[src/sv/stpd_pkg.sv]
// Types, constants and helper functions shared by the pixel difference block.
`timescale 1ns / 1ps

package stpd_pkg;

    localparam int DIM_W   = 13;
    localparam int POS_W   = DIM_W + 1;
    localparam int SHIFT_W = 6;
    localparam int OFF_W   = SHIFT_W + 1;
    localparam int TOL_W   = 10;
    localparam int PIX_W   = 24;
    localparam int CH_W    = 8;
    localparam int CFG_IDX_W  = 2;
    localparam int CFG_DATA_W = 10;

    localparam logic ACT_LOAD  = 1'b0;
    localparam logic ACT_CHECK = 1'b1;

    localparam logic [CFG_IDX_W-1:0] REG_IMAGE_WIDTH     = 2'd0;
    localparam logic [CFG_IDX_W-1:0] REG_IMAGE_HEIGHT    = 2'd1;
    localparam logic [CFG_IDX_W-1:0] REG_SHIFT_TOLERANCE = 2'd2;
    localparam logic [CFG_IDX_W-1:0] REG_COLOR_TOLERANCE = 2'd3;

    localparam logic [CH_W-1:0] MARK_BLUE  = 8'd0;
    localparam logic [CH_W-1:0] MARK_GREEN = 8'd128;
    localparam logic [CH_W-1:0] MARK_RED   = 8'd225;

    typedef logic [PIX_W-1:0] pixel_t;

    typedef struct packed {
        logic [DIM_W-1:0]   width;
        logic [DIM_W-1:0]   height;
        logic [SHIFT_W-1:0] shift;
        logic [TOL_W-1:0]   tol;
    } stpd_cfg_t;

    typedef struct packed {
        logic            mismatch;
        logic [CH_W-1:0] blue;
        logic [CH_W-1:0] green;
        logic [CH_W-1:0] red;
        logic            out_of_range;
    } stpd_res_t;

    function automatic logic [CH_W:0] abs_diff(input logic [CH_W-1:0] a, input logic [CH_W-1:0] b);
        logic [CH_W:0] d;
        begin
            d = (a > b) ? {1'b0, a - b} : {1'b0, b - a};
            abs_diff = d;
        end
    endfunction

    function automatic logic close_enough(input pixel_t p, input pixel_t q,
                                          input logic [TOL_W-1:0] tol);
        logic [TOL_W-1:0] s;
        begin
            s = TOL_W'(abs_diff(p[7:0], q[7:0]))
              + TOL_W'(abs_diff(p[15:8], q[15:8]))
              + TOL_W'(abs_diff(p[23:16], q[23:16]));
            close_enough = (s <= tol);
        end
    endfunction

endpackage

[src/sv/stpd_if.sv]


interface stpd_cfg_if;
    logic       valid;
    logic       ready;
    logic [1:0] index;
    logic [9:0] data;

    modport source (output valid, index, data, input ready);
    modport sink (input valid, index, data, output ready);
endinterface

[src/sv/stpd_cfg_regs.sv]
// Configuration register file with saturation of size and shift settings.
`timescale 1ns / 1ps

module stpd_cfg_regs #(
    parameter int MAX_WIDTH  = 256,
    parameter int MAX_HEIGHT = 256,
    parameter int MAX_SHIFT  = 8
) (
    input  logic                clk,
    input  logic                rst_n,
    stpd_cfg_if.sink            cfg,
    output stpd_pkg::stpd_cfg_t cfg_sat
);
    import stpd_pkg::*;

    logic [8:0]       width_reg;
    logic [8:0]       height_reg;
    logic [3:0]       shift_reg;
    logic [TOL_W-1:0] tol_reg;

    assign cfg.ready = 1'b1;

    always_ff @(posedge clk or negedge rst_n)
    begin
        if (!rst_n)
        begin
            width_reg  <= 9'd256;
            height_reg <= 9'd256;
            shift_reg  <= 4'd1;
            tol_reg    <= '0;
        end
        else if (cfg.valid)
        begin
            unique case (cfg.index)
                REG_IMAGE_WIDTH:     width_reg  <= cfg.data[8:0];
                REG_IMAGE_HEIGHT:    height_reg <= cfg.data[8:0];
                REG_SHIFT_TOLERANCE: shift_reg  <= cfg.data[3:0];
                REG_COLOR_TOLERANCE: tol_reg    <= cfg.data;
                default:             ;
            endcase
        end
    end

    always_comb
    begin
        cfg_sat.width  = (32'(width_reg) > MAX_WIDTH) ? DIM_W'(MAX_WIDTH) : DIM_W'(width_reg);
        cfg_sat.height = (32'(height_reg) > MAX_HEIGHT) ? DIM_W'(MAX_HEIGHT)
                                                        : DIM_W'(height_reg);
        cfg_sat.shift  = (32'(shift_reg) > MAX_SHIFT) ? SHIFT_W'(MAX_SHIFT)
                                                      : SHIFT_W'(shift_reg);
        cfg_sat.tol    = tol_reg;
    end

endmodule

[src/flat_wrapper.sv]
// flat-port wrapper written by rule: the top's interface ports become plain ports
module stpd_cfg_regs_flat import stpd_pkg::*;
#(
    parameter int MAX_WIDTH  = 256,
    parameter int MAX_HEIGHT = 256,
    parameter int MAX_SHIFT  = 8
)
  (clk, rst_n, cfg_sat, cfg_valid, cfg_index, cfg_data, cfg_ready);
  stpd_cfg_if cfg_i ();
  input  logic clk;
  input  logic rst_n;
  output stpd_pkg::stpd_cfg_t cfg_sat;
  input wire logic [$bits(cfg_i.valid)-1:0] cfg_valid;
  input wire logic [$bits(cfg_i.index)-1:0] cfg_index;
  input wire logic [$bits(cfg_i.data)-1:0] cfg_data;
  output wire logic [$bits(cfg_i.ready)-1:0] cfg_ready;
  assign cfg_i.valid = cfg_valid;
  assign cfg_i.index = cfg_index;
  assign cfg_i.data = cfg_data;
  assign cfg_ready = cfg_i.ready;
  stpd_cfg_regs #(.MAX_WIDTH(MAX_WIDTH), .MAX_HEIGHT(MAX_HEIGHT), .MAX_SHIFT(MAX_SHIFT)) u_core (.clk(clk), .rst_n(rst_n), .cfg(cfg_i), .cfg_sat(cfg_sat));
endmodule
[config.mk]
export PLATFORM = sky130hd
export DESIGN_NAME = stpd_cfg_regs_flat
export DESIGN_NICKNAME = d
export VERILOG_FILES = /design/src/sv/stpd_pkg.sv /design/src/sv/stpd_if.sv /design/src/sv/stpd_cfg_regs.sv /design/src/flat_wrapper.sv
export SDC_FILE = /design/constraint.sdc
export NUM_CORES = 1
export LEC_CHECK = 0
export BUFFER_PORTS_ARGS = -buffer_cell sky130_fd_sc_hd__buf_4
export CAP_MARGIN = 30
export CORE_MARGIN = 2
export CORE_UTILIZATION = 43
export CTS_BUF_LIST = sky130_fd_sc_hd__clkbuf_16
export CTS_CLUSTER_DIAMETER = 200
export DETAILED_ROUTE_END_ITERATION = 10
export PLACE_DENSITY = 0.75
export SLEW_MARGIN = 20
export SYNTH_ARGS = -nofsm -noshare
export SYNTH_HDL_FRONTEND = slang
export SYNTH_SLANG_ARGS = --single-unit
[constraint.sdc]
create_clock -name clk -period 0.9 [get_ports clk]
set_input_delay 0.18 -clock clk [delete_from_list [all_inputs] [get_ports clk]]
set_output_delay 0.18 -clock clk [all_outputs]
set_load 0.02 [all_outputs]
* After elaboration in Yosys (flattened, before gate mapping)
Cells that the tools add are included.
Storage, ports and cells: flip-flop bits (word level) 32, input bits 15
Operators by class: order comparisons 3, multiplexer cells 3, reduce and logical (&&, ||, !) cells 5, eq/ne operators 3
Operators by type and width (number):
- greater-than comparator 9 bit, second input constant | 2
- two-way mux 9 bit | 2
- AND reduction 2 bit | 4
- equality test 2 bit, second input constant | 2
- greater-than comparator 4 bit, second input constant | 1
- two-way mux 4 bit | 1
- equality test 2 x 1 -> 1 bit, second input constant | 1
- logical NOT 2 bit | 1

* Longest topological paths before layout
Gate-level depths: netlist of run 1.
depth in word-level cells 2, gate-level depth with buffers 3, gate-level depth less buffers 2

* Worst setup path after synthesis of run 1
Ideal clock, no wire load.
path type register -> output, start register u_core.shift_reg[0], end output port cfg_sat[10] (netlist bit), path slack -0.112 ns, required time 0.720 ns, arrival time 0.832 ns, cell stages (with the launch flop) 2, buffers on the path 0, cell sequence dfstp_2 nor2b_1
RTL lines:
- from (decl) | RTL line stpd_cfg_regs.sv:18 | logic [3:0] shift_reg;
- from (signal assigned) | RTL line stpd_cfg_regs.sv:37 | REG_SHIFT_TOLERANCE: shift_reg <= cfg.data[3:0];
- to (decl) | RTL line flat_wrapper.sv:12 | output stpd_pkg::stpd_cfg_t cfg_sat;

==> results of run 1 <==
-- through the flow --
| stage | instance area (um2) | std cells |
|---|---|---|
| after floorplan | 1530 | 113 |
| after global placement | 1830 | 189 |
| after detailed placement | 1830 | 189 |
| after CTS | 2160 | 203 |
| after global routing | 2230 | 204 |
| final | 2230 | 204 |
-- where the power goes --
part	switching, uW	internal, uW	total [uW]
logic	830	1030	1860
registers	190	1740	1930
clock network	565	1280	1850
total	1590	4050	5640
-- logic make-up after synthesis --
| family | after synthesis | synth area share, % |
|---|---|---|
| buffers and inverters | 15 | 7.07 |
| DFF | 32 | 56.1 |
| muxes | 32 | 25.1 |
| other | 2 | 0.524 |
| and+or+nand+nor | 23 | 11.2 |
-- path summary, 6_finish.rpt --
kind / to / depth (start not counted) / from
worst min-delay path: u_core.tol_reg[9]$_DFFE_PN0P_ / 2 / cfg_data[9]
min in group asynchronous: u_core.shift_reg[3]$_DFFE_PN0P_ / 2 / rst_n
max in group asynchronous: u_core.width_reg[8]$_DFFE_PN1P_ / 2 / rst_n
worst max register to register: u_core.width_reg[8]$_DFFE_PN1P_ / 3 / u_core.width_reg[8]$_DFFE_PN1P_
worst max-delay path: cfg_sat[30] / 3 / u_core.width_reg[8]$_DFFE_PN1P_
worst min register to register: u_core.shift_reg[2]$_DFFE_PN0P_ / 1 / u_core.shift_reg[2]$_DFFE_PN0P_
-- cell type report --
| cell class | count | share of cell area, % |
|---|---|---|
| clock inverters | 3 | 1.68 |
| repair buffers | 54 | 24.1 |
| clock buffers | 5 | 5.60 |
| well taps | 44 | 2.46 |
| flip-flops and latches | 32 | 36.1 |
| multi-input cells | 66 | 30.1 |
-- synthesized netlist by cell type (all sizes together) --
master | instances | area share (%)
nand3 | 1 | 0.70
buf | 12 | 6.3
conb | 2 | 0.52
dfrtp | 29 | 51
nand3b | 2 | 1.3
nor2b | 19 | 8.3
mux2 | 32 | 25
clkbuf | 3 | 0.79
nor3b | 1 | 0.87
dfstp | 3 | 5.5
-- routing by layer --
layer	vias to the layer above	global-route usage (%)	part of all wire (%)
met1	501	23.0	40
met5	-	0	0
met4	0	9.12	2.7
li1	432	-	-
met3	9	5.59	6.0
met2	43	32.9	52
-- placed cells by master (no fill, tap or decap) --
master          n
nand3b_4        1
mux2_4          9
dfrtp_2         1
nor2b_2         7
dfrtp_1        28
conb_1         11
buf_4          23
nor3b_4         1
clkbuf_16       5
buf_12          2
nand3_2         1
nor2b_4         6
nand3b_1        1
clkinv_1        2
mux2_2         23
bufinv_16       1
buf_6          28
dfstp_2         3
nor2b_1         6
dlygate4sd3_1   1
-- critical path, delay by kind of cell (launching register included) --
| kind | cells | cell delay (ps) |
|---|---|---|
| buffers and inverters | 2 | 270 |
| flip-flops | 1 | 560 |
| AND/OR/NAND/NOR | 1 | 40 |
-- timing repair --
item / CTS / global route
hold buffers: 1 / 0
hold endpoints to repair: 29 / 0
gates resized for setup: 33 / 17
setup endpoints to repair: 32 / 36
pin swaps: 0 / 1
buffers inserted: 5 / 1
==> run_results.csv, run 1 <==
group,metric,value,unit
pwr,ir_drop,0.00162,V
placed_design,port_buffers,46,
clocking,htreeDepth,2,
cells_and_area,drive_gt1_share,69.4,%
setup_path,worstSetupEndpointType,"output pin",
cells_and_area,diodes,0,
floorplanning,ios,58,
clocking,cts_tree,"yes",
sta,fmax,754,MHz
setup_path,max_stage_delay,560,ps
sta,clock_skew,0,ps
sta,setup_tns,-9170,ps
outcome,outcome,"finished with violations",
pwr,power,5640,uW
clocking,clock_path_buffers,2,
routing,drt_wl_total,3300,um
floorplanning,die_w,61.7,um
clocking,worst_skew_pair.late_latency,270,ps
clocking,root_buffer,"clkbuf_16",
sta,final.setup.worst_slack,-427,ps
global_routing,grt_pass1_wl,5150,um
setup_path,start_kind,"register",
setup_path,cp_max_fo,3,
cells_and_area,regArea,806,um2
floorplanning,fp-row-count,20,
synth,synth_area_per_cell,13.8,um2
synth,ys_ff_latch,32,
floorplanning,dieArea,0.00381,mm2
clocking,numClockSinks,32,
job,maxCapViolations,0,
synth,synth_area,0.00143,mm2
setup_path,crit_chain,"buf_6, nor2b_1, buf_4",
placed_design,dp_hpwl,2060,um
pwr,leakagePower,0.00106,uW
routing,vias,985,
routing,drtIter0Drc,23,
min_path,hp-class,"in2reg",
global_routing,grt_pass1_vias,1022,
clocking,cts_made_buffers,5,
global_routing,grt_usage,19.5,%
pwr,power.density,2520,mW/mm2
floorplanning,die_h,61.7,um
placed_design,globalplace.congestion,0.714,
global_routing,grt.overflow.total,0,
floorplanning,initial_core_util,46.2,%
cells_and_area,nets,174,
setup_path,arrival,1150,ps
synth,netlist_instances,104,
routing,viasPerCell,4.83,
global_routing,grt_max_degree,33,
cells_and_area,fillerInstances,229,
sta,hold_violations,0,
sta,holdWs,144,ps
setup_path,reg2reg_slack,-60,ps
clocking,clk_pin_slew,50,ps
routing,routedWlPerCell,16.2,um
setup_path,crit_type,"reg2out",
cells_and_area,largest_reg_flops,10,
synth,ys_seq_area_share,56.1,%
setup_path,cp_data_required_time,720,ps
sta,setup_viol,33,
setup_path,slowest_stage,"dfstp_2",
sta,drv_slew,0,
sta,post-route-min-period,1330,ps
routing,drt_first_pass_iters,4,
sta,rsz0062_at_grt,"true",
synth,yosysWarnings,0,
global_routing,antenna_found_initial,0,
placed_design,dp_worst_setup_slack,-271,ps
cells_and_area,finish.utilization,72.0,%
routing,drc_errors,0,
sta,post-route-period-util,147,%
cells_and_area,multi_input_area,673,um2
routing,postRouteAntennaNets,0,
floorplanning,core,0.00310,mm2
cells_and_area,areaGrowthSynthToFinish,55.8,%
synth,synthDistinctLibCells,11,
outcome,violations,"negative setup slack",
(Power assumes the default switching activity.)
==> run 2: changes to the inputs <==
--- a/config.mk
+++ b/config.mk
@@ -8,11 +8,11 @@
 export BUFFER_PORTS_ARGS = -buffer_cell sky130_fd_sc_hd__buf_4
 export CAP_MARGIN = 30
 export CORE_MARGIN = 2
-export CORE_UTILIZATION = 43
-export CTS_BUF_LIST = sky130_fd_sc_hd__clkbuf_16
+export CORE_UTILIZATION = 45
+export CTS_BUF_LIST = sky130_fd_sc_hd__clkbuf_2
 export CTS_CLUSTER_DIAMETER = 200
 export DETAILED_ROUTE_END_ITERATION = 10
-export PLACE_DENSITY = 0.75
+export PLACE_DENSITY = 0.78
 export SLEW_MARGIN = 20
 export SYNTH_ARGS = -nofsm -noshare
 export SYNTH_HDL_FRONTEND = slang
==> run 2 against run 1 <==
  * Sequential share of layout area up 3.1 points
  * Combinational power down 8%
  * Clock power down 48%
  * Die area down 4.2%
  * Via count down 5.0%
  * Core utilization down 4.6 points
  * Clock skew unchanged
  * First-iteration DRC count down 65%
  * Fmax down 8.4%
  * Register-to-register slack about the same
  * The flow still finishes with violations (negative setup slack)
  * Critical path depth unchanged
==> run_results.csv, run 2 (synthesized netlist as in run 1, its figures left out) <==
group,metric,value,unit
cells_and_area,diodes,0,
setup_path,worstSetupEndpointType,"output pin",
cells_and_area,largest_reg_flops,10,
floorplanning,fp-row-count,20,
floorplanning,core,0.00305,mm2
placed_design,placed_area,0.00183,mm2
cells_and_area,layout_common_cells,"30 x buf_4, 28 x dfrtp_1, 22 x mux2_2, 22 x buf_6, 14 x nor2b_1",
sta,rsz0062_at_grt,"true",
pwr,ir_drop,0.00132,V
floorplanning,initial_core_util,47.0,%
cells_and_area,final_area,0.00206,mm2
setup_path,r2r_end,"u_core.shift_reg[3]$_DFFE_PN0P_",
floorplanning,ios,58,
setup_path,cp_data_required_time,720,ps
clocking,root_buffer,"clkbuf_2",
routing,highest-signal-layer,"met4",
global_routing,grt_pass1_vias,972,
cells_and_area,fillerInstances,252,
clocking,numClockSinks,32,
sta,fmax,690,MHz
setup_path,ff2ff_path_depth,2,
floorplanning,dieArea,0.00365,mm2
pwr,power.internal,3140,uW
routing,drtIter0Drc,8,
setup_path,r2r_start,"u_core.shift_reg[3]$_DFFE_PN0P_",
clocking,clock_path_buffers,2,
min_path,min_to,"u_core.tol_reg[9]$_DFFE_PN0P_",
sta,clock_skew,0,ps
pwr,power.density,2230,mW/mm2
pwr,combPwrFrac,37.6,%
setup_path,reg2reg_slack,-50,ps
cells_and_area,nets,174,
floorplanning,die_h,60.5,um
pwr,switching_share,31.5,%
routing,drc_errors,0,
setup_path,cp_max_fo,5,
sta,drv_slew,0,
setup_path,crit_type,"reg2out",
placed_design,dpl.cell_count,189,
routing,postRouteAntennaNets,0,
routing,m1WireLength,1340,um
cells_and_area,areaGrowthSynthToFinish,43.5,%
pwr,p_switching,1440,uW
clocking,htreeDepth,2,
global_routing,grt_max_degree,33,
cells_and_area,layout_commonest_cell,"buf_4",
routing,drt_first_pass_iters,4,
clocking,worst_skew_pair.late_latency,370,ps
global_routing,antenna_found_initial,0,
routing,routedWlPerCell,14.9,um
floorplanning,die_w,60.5,um
setup_path,arrival,1270,ps
min_path,min_path_cells,2,
clocking,clk_pin_slew,160,ps
cells_and_area,drive_gt1_share,65.6,%
sta,setup_viol,34,
sta,hold_violations,0,
min_path,worstHoldStart,"cfg_data[9]",
global_routing,grt_pass1_wl,4850,um
routing,viasPerCell,4.59,
setup_path,start_kind,"register",
placed_design,port_buffers,46,
routing,drt_wl_total,3030,um
job,maxCapViolations,0,
placed_design,globalplace.congestion,0.784,
routing,vias,936,
clocking,cts_tree,"yes",
placed_design,dp_hpwl,1980,um
pwr,leakagePower,0.000987,uW
sta,post-route-period-util,161,%
cells_and_area,finish.utilization,67.4,%
min_path,hp-class,"in2reg",
clocking,cts_made_buffers,5,
pwr,clkPwrFrac,21.1,%
global_routing,grt_usage,18.9,%
pwr,seq_power_share,41.4,%
sta,final.setup.worst_slack,-548,ps
outcome,violations,"negative setup slack",
pwr,power,4580,uW
global_routing,grt.overflow.total,0,
outcome,outcome,"finished with violations",
routing,wl_met2,1500,um
cells_and_area,final-instance-count-excl-fill,204,
sta,post-route-min-period,1450,ps
routing,route.met3.wl,174,um
[run 2: cell types whose count changed in the layout (fill, tap and decap cells not counted)]
cell	delta
mux2_2	-1
clkbuf_2	+6
mux2_4	+1
nand3b_2	+1
buf_12	-1
clkbuf_16	-5
clkinv_2	+1
buf_4	+7
nor2b_2	-4
clkinv_1	-2
buf_6	-6
nor2b_1	+8
nor2b_4	-4
nand3b_4	-1
[run 2: metal layers]
metal  track usage [%]  vias up
li1                  -      434
met1              25.3      462
met2              30.3       37
met3              6.40        3
met4              4.35        0
met5                 0        -
[run 2: worst max path at each step]
stage / start / endpoint / slack, ps / depth (start not counted)
after global routing: u_core.height_reg[8]$_DFFE_PN1P_ / cfg_sat[19] / -630 / 3
after detailed placement: cfg_index[1] / u_core.height_reg[7]$_DFFE_PN0P_ / -270 / 3
after global placement: cfg_index[0] / u_core.width_reg[1]$_DFFE_PN0P_ / -230 / 4
after floorplan: cfg_index[0] / u_core.width_reg[0]$_DFFE_PN0P_ / -40 / 3
final: u_core.width_reg[8]$_DFFE_PN1P_ / cfg_sat[30] / -550 / 3
after CTS: u_core.height_reg[8]$_DFFE_PN1P_ / cfg_sat[19] / -560 / 3
[run 2: repair_timing]
item | 4_1_cts | 5_1_grt
buffers inserted | 4 | 2
hold endpoints to repair | 29 | 0
endpoints found under the setup margin | 34 | 34
hold buffers | 1 | 0
resized for setup | 24 | 10
[run 2: per-stage QoR]
| stage | setup TNS, ps | hold slack [ps] | setup WS [ps] |
|---|---|---|---|
| after floorplan | -446 | -116 | -43.6 |
| after global placement | -8450 | 133 | -233 |
| after detailed placement | -9410 | 138 | -268 |
| after CTS | -13610 | 33.7 | -559 |
| after global routing | -15540 | 7.11 | -629 |
| final | -13110 | 42.8 | -548 |
[run 2: layout make-up]
cell class                 count  area [um2]  share of cell area [%]
sequential                    32         806                    39.2
clock inverter                 2        35.0                    1.70
multi-input combinational     66         628                    30.5
clock buffer                   6        30.0                    1.46
timing repair buffer          54         503                    24.5
tap                           44        55.1                    2.68
[run 2: power groups by stage]
| stage | Sequential [uW] | Clock (uW) | Combinational [uW] |
|---|---|---|---|
| 2_1_floorplan | 1990 | 0 | 813 |
| 3_3_place_gp | 1930 | 0 | 1400 |
| 3_5_place_dp | 1950 | 0 | 1420 |
| 4_1_cts | 1900 | 999 | 1650 |
| 5_1_grt | 1930 | 1060 | 1830 |
| 6_report | 1900 | 964 | 1720 |
[run 2: critical path: stages, from the launching register on]
cell     delay (ps)
dfstp_2         570
buf_4           140
nor2b_1          50
buf_4           150
==> run 3: changes to the inputs <==
--- a/config.mk
+++ b/config.mk
@@ -7,12 +7,13 @@
 export LEC_CHECK = 0
 export BUFFER_PORTS_ARGS = -buffer_cell sky130_fd_sc_hd__buf_4
 export CAP_MARGIN = 30
-export CORE_MARGIN = 2
+export CORE_MARGIN = 3
 export CORE_UTILIZATION = 45
 export CTS_BUF_LIST = sky130_fd_sc_hd__clkbuf_2
 export CTS_CLUSTER_DIAMETER = 200
 export DETAILED_ROUTE_END_ITERATION = 10
 export PLACE_DENSITY = 0.78
+export REMOVE_ABC_BUFFERS = 1
 export SLEW_MARGIN = 20
 export SYNTH_ARGS = -nofsm -noshare
 export SYNTH_HDL_FRONTEND = slang
==> run 3 against run 2 <==
  * The flow still finishes with violations (negative setup slack)
  * Clock skew stayed put
  * Core utilization up 4.3 points
  * Design area rose by 1.0%
  * Wire length rose by 4.0%
  * First-iteration DRC count unchanged
==> run_results.csv, run 3 (synthesized netlist as in run 1, its figures left out) <==
group,metric,value,unit
setup_path,start_kind,"register",
clocking,clock_path_buffers,2,
sta,holdWs,39.4,ps
global_routing,grt.overflow.total,0,
routing,vias,980,
global_routing,grt_pass1_vias,1085,
clocking,cts_tree,"yes",
outcome,outcome,"finished with violations",
setup_path,slowest_stage,"dfstp_2",
floorplanning,dieArea,0.00390,mm2
cells_and_area,nets,180,
floorplanning,die_w,62.5,um
pwr,switching_share,32.2,%
clocking,htreeDepth,2,
pwr,combPwrFrac,37.5,%
sta,clock_skew,0,ps
setup_path,r2r_start,"u_core.height_reg[8]$_DFFE_PN1P_",
routing,postRouteAntennaNets,0,
setup_path,crit_type,"reg2out",
sta,post-route-min-period,1480,ps
clocking,root_buffer,"clkbuf_2",
sta,rsz0062_at_grt,"true",
routing,viasPerCell,4.71,
pwr,ir_drop,0.00169,V
clocking,worst_skew_pair.late_latency,370,ps
placed_design,placed_area,0.00177,mm2
setup_path,crit_chain,"buf_6, nor2b_1, buf_4",
cells_and_area,areaGrowthSynthToFinish,44.9,%
min_path,hp-class,"in2reg",
global_routing,grt_max_degree,33,
routing,drc_errors,0,
sta,fmax,674,MHz
floorplanning,die_h,62.5,um
routing,drt_first_pass_iters,2,
cells_and_area,finish.utilization,71.7,%
cells_and_area,drive_gt1_share,63.9,%
floorplanning,initial_core_util,49.4,%
setup_path,reg2reg_slack,-140,ps
cells_and_area,final_area,0.00208,mm2
setup_path,startpoint,"u_core.height_reg[8]$_DFFE_PN1P_",
cells_and_area,diodes,0,
pwr,p_switching,1480,uW
pwr,seq_power_share,41.3,%
routing,drt_wl_total,3150,um
pwr,leakagePower,0.000982,uW
placed_design,dpl.cell_count,187,
outcome,violations,"negative setup slack",
setup_path,cp_data_required_time,720,ps
global_routing,antenna_found_initial,0,
pwr,power.density,2220,mW/mm2
placed_design,globalplace.congestion,0.631,
setup_path,ff2ff_path_depth,4,
clocking,clk_pin_slew,170,ps
sta,hold_violations,0,
pwr,power.internal,3120,uW
sta,post-route-period-util,165,%
setup_path,max_stage_delay,590,ps
routing,drtIter0Drc,8,
sta,drv_slew,0,
sta,setup_viol,34,
cells_and_area,layout_common_cells,"30 x mux2_2, 30 x buf_4, 28 x dfrtp_1",
global_routing,grt_pass1_wl,5110,um
floorplanning,ios,58,
setup_path,worstSetupEndpointType,"output pin",
pwr,clkPwrFrac,21.2,%
cells_and_area,largest_reg_flops,10,
cells_and_area,final-instance-count-excl-fill,208,
setup_path,cp_max_fo,5,
routing,routedWlPerCell,15.1,um
job,maxCapViolations,0,
global_routing,grt_usage,17.4,%
floorplanning,core,0.00290,mm2
setup_path,cp-endpoint,"cfg_sat[16]",
clocking,cts_made_buffers,5,
placed_design,port_buffers,46,
floorplanning,fp-row-count,19,
setup_path,arrival,1300,ps
sta,final.setup.worst_slack,-585,ps
setup_path,r2r_end,"u_core.height_reg[8]$_DFFE_PN1P_",
clocking,numClockSinks,32,
-- run 3: per-stage QoR --
stage / setup WS (ps) / total power (uW) / setup TNS [ps]
detailed placement: -275 / 3320 / -9090
CTS: -586 / 4500 / -14170
global route: -662 / 4840 / -16400
finish: -585 / 4610 / -13960
floorplan: -241 / 2670 / -3370
global placement: -260 / 3270 / -8460
-- run 3: worst min-delay path by stage --
stage,from,endpoint,slack (ps),cells past startpoint
final,cfg_data[4],u_core.width_reg[4]$_DFFE_PN0P_,40,2
after global routing,cfg_data[1],u_core.height_reg[1]$_DFFE_PN0P_,-3,2
after CTS,cfg_data[5],u_core.width_reg[5]$_DFFE_PN0P_,6,2
after detailed placement,rst_n,u_core.height_reg[7]$_DFFE_PN0P_,140,1
after global placement,rst_n,u_core.tol_reg[7]$_DFFE_PN0P_,130,1
after floorplan,rst_n,u_core.height_reg[0]$_DFFE_PN0P_,-120,0
-- run 3: worst max-delay path: cells and delay by family (launching register included) --
kind                   cells  cell delay, ps
DFF                        1             590
buffers and inverters      2             290
and+or+nand+nor            1              50
-- run 3: what timing repair did --
item,4_1_cts,5_1_grt
hold endpoints to repair,31,9
buffers inserted,5,2
cloned,0,0
hold buffers,2,4
gates resized for setup,25,13
endpoints found under the setup margin,34,34
-- run 3: final cells by class --
type	instances	area [um2]
clock buffers	5	25.0
flip-flops and latches	32	806
well taps	42	52.6
multi-input cells	66	597
repair buffers	60	556
fillers	222	822
clock inverters	3	42.5
-- run 3: power groups by stage --
stage	Combinational [uW]	Clock, uW	Sequential, uW
detailed placement	1380	0	1940
global route	1840	1070	1940
global placement	1350	0	1920
finish	1730	977	1900
floorplan	647	0	2020
CTS	1630	986	1880
-- run 3: routing by layer --
layer,vias to the layer above,track usage (%),wire [um]
met5,-,0,0
met4,0,7.44,50
met3,4,8.63,261
met2,41,28.9,1600
met1,486,18.7,1230
li1,449,-,-
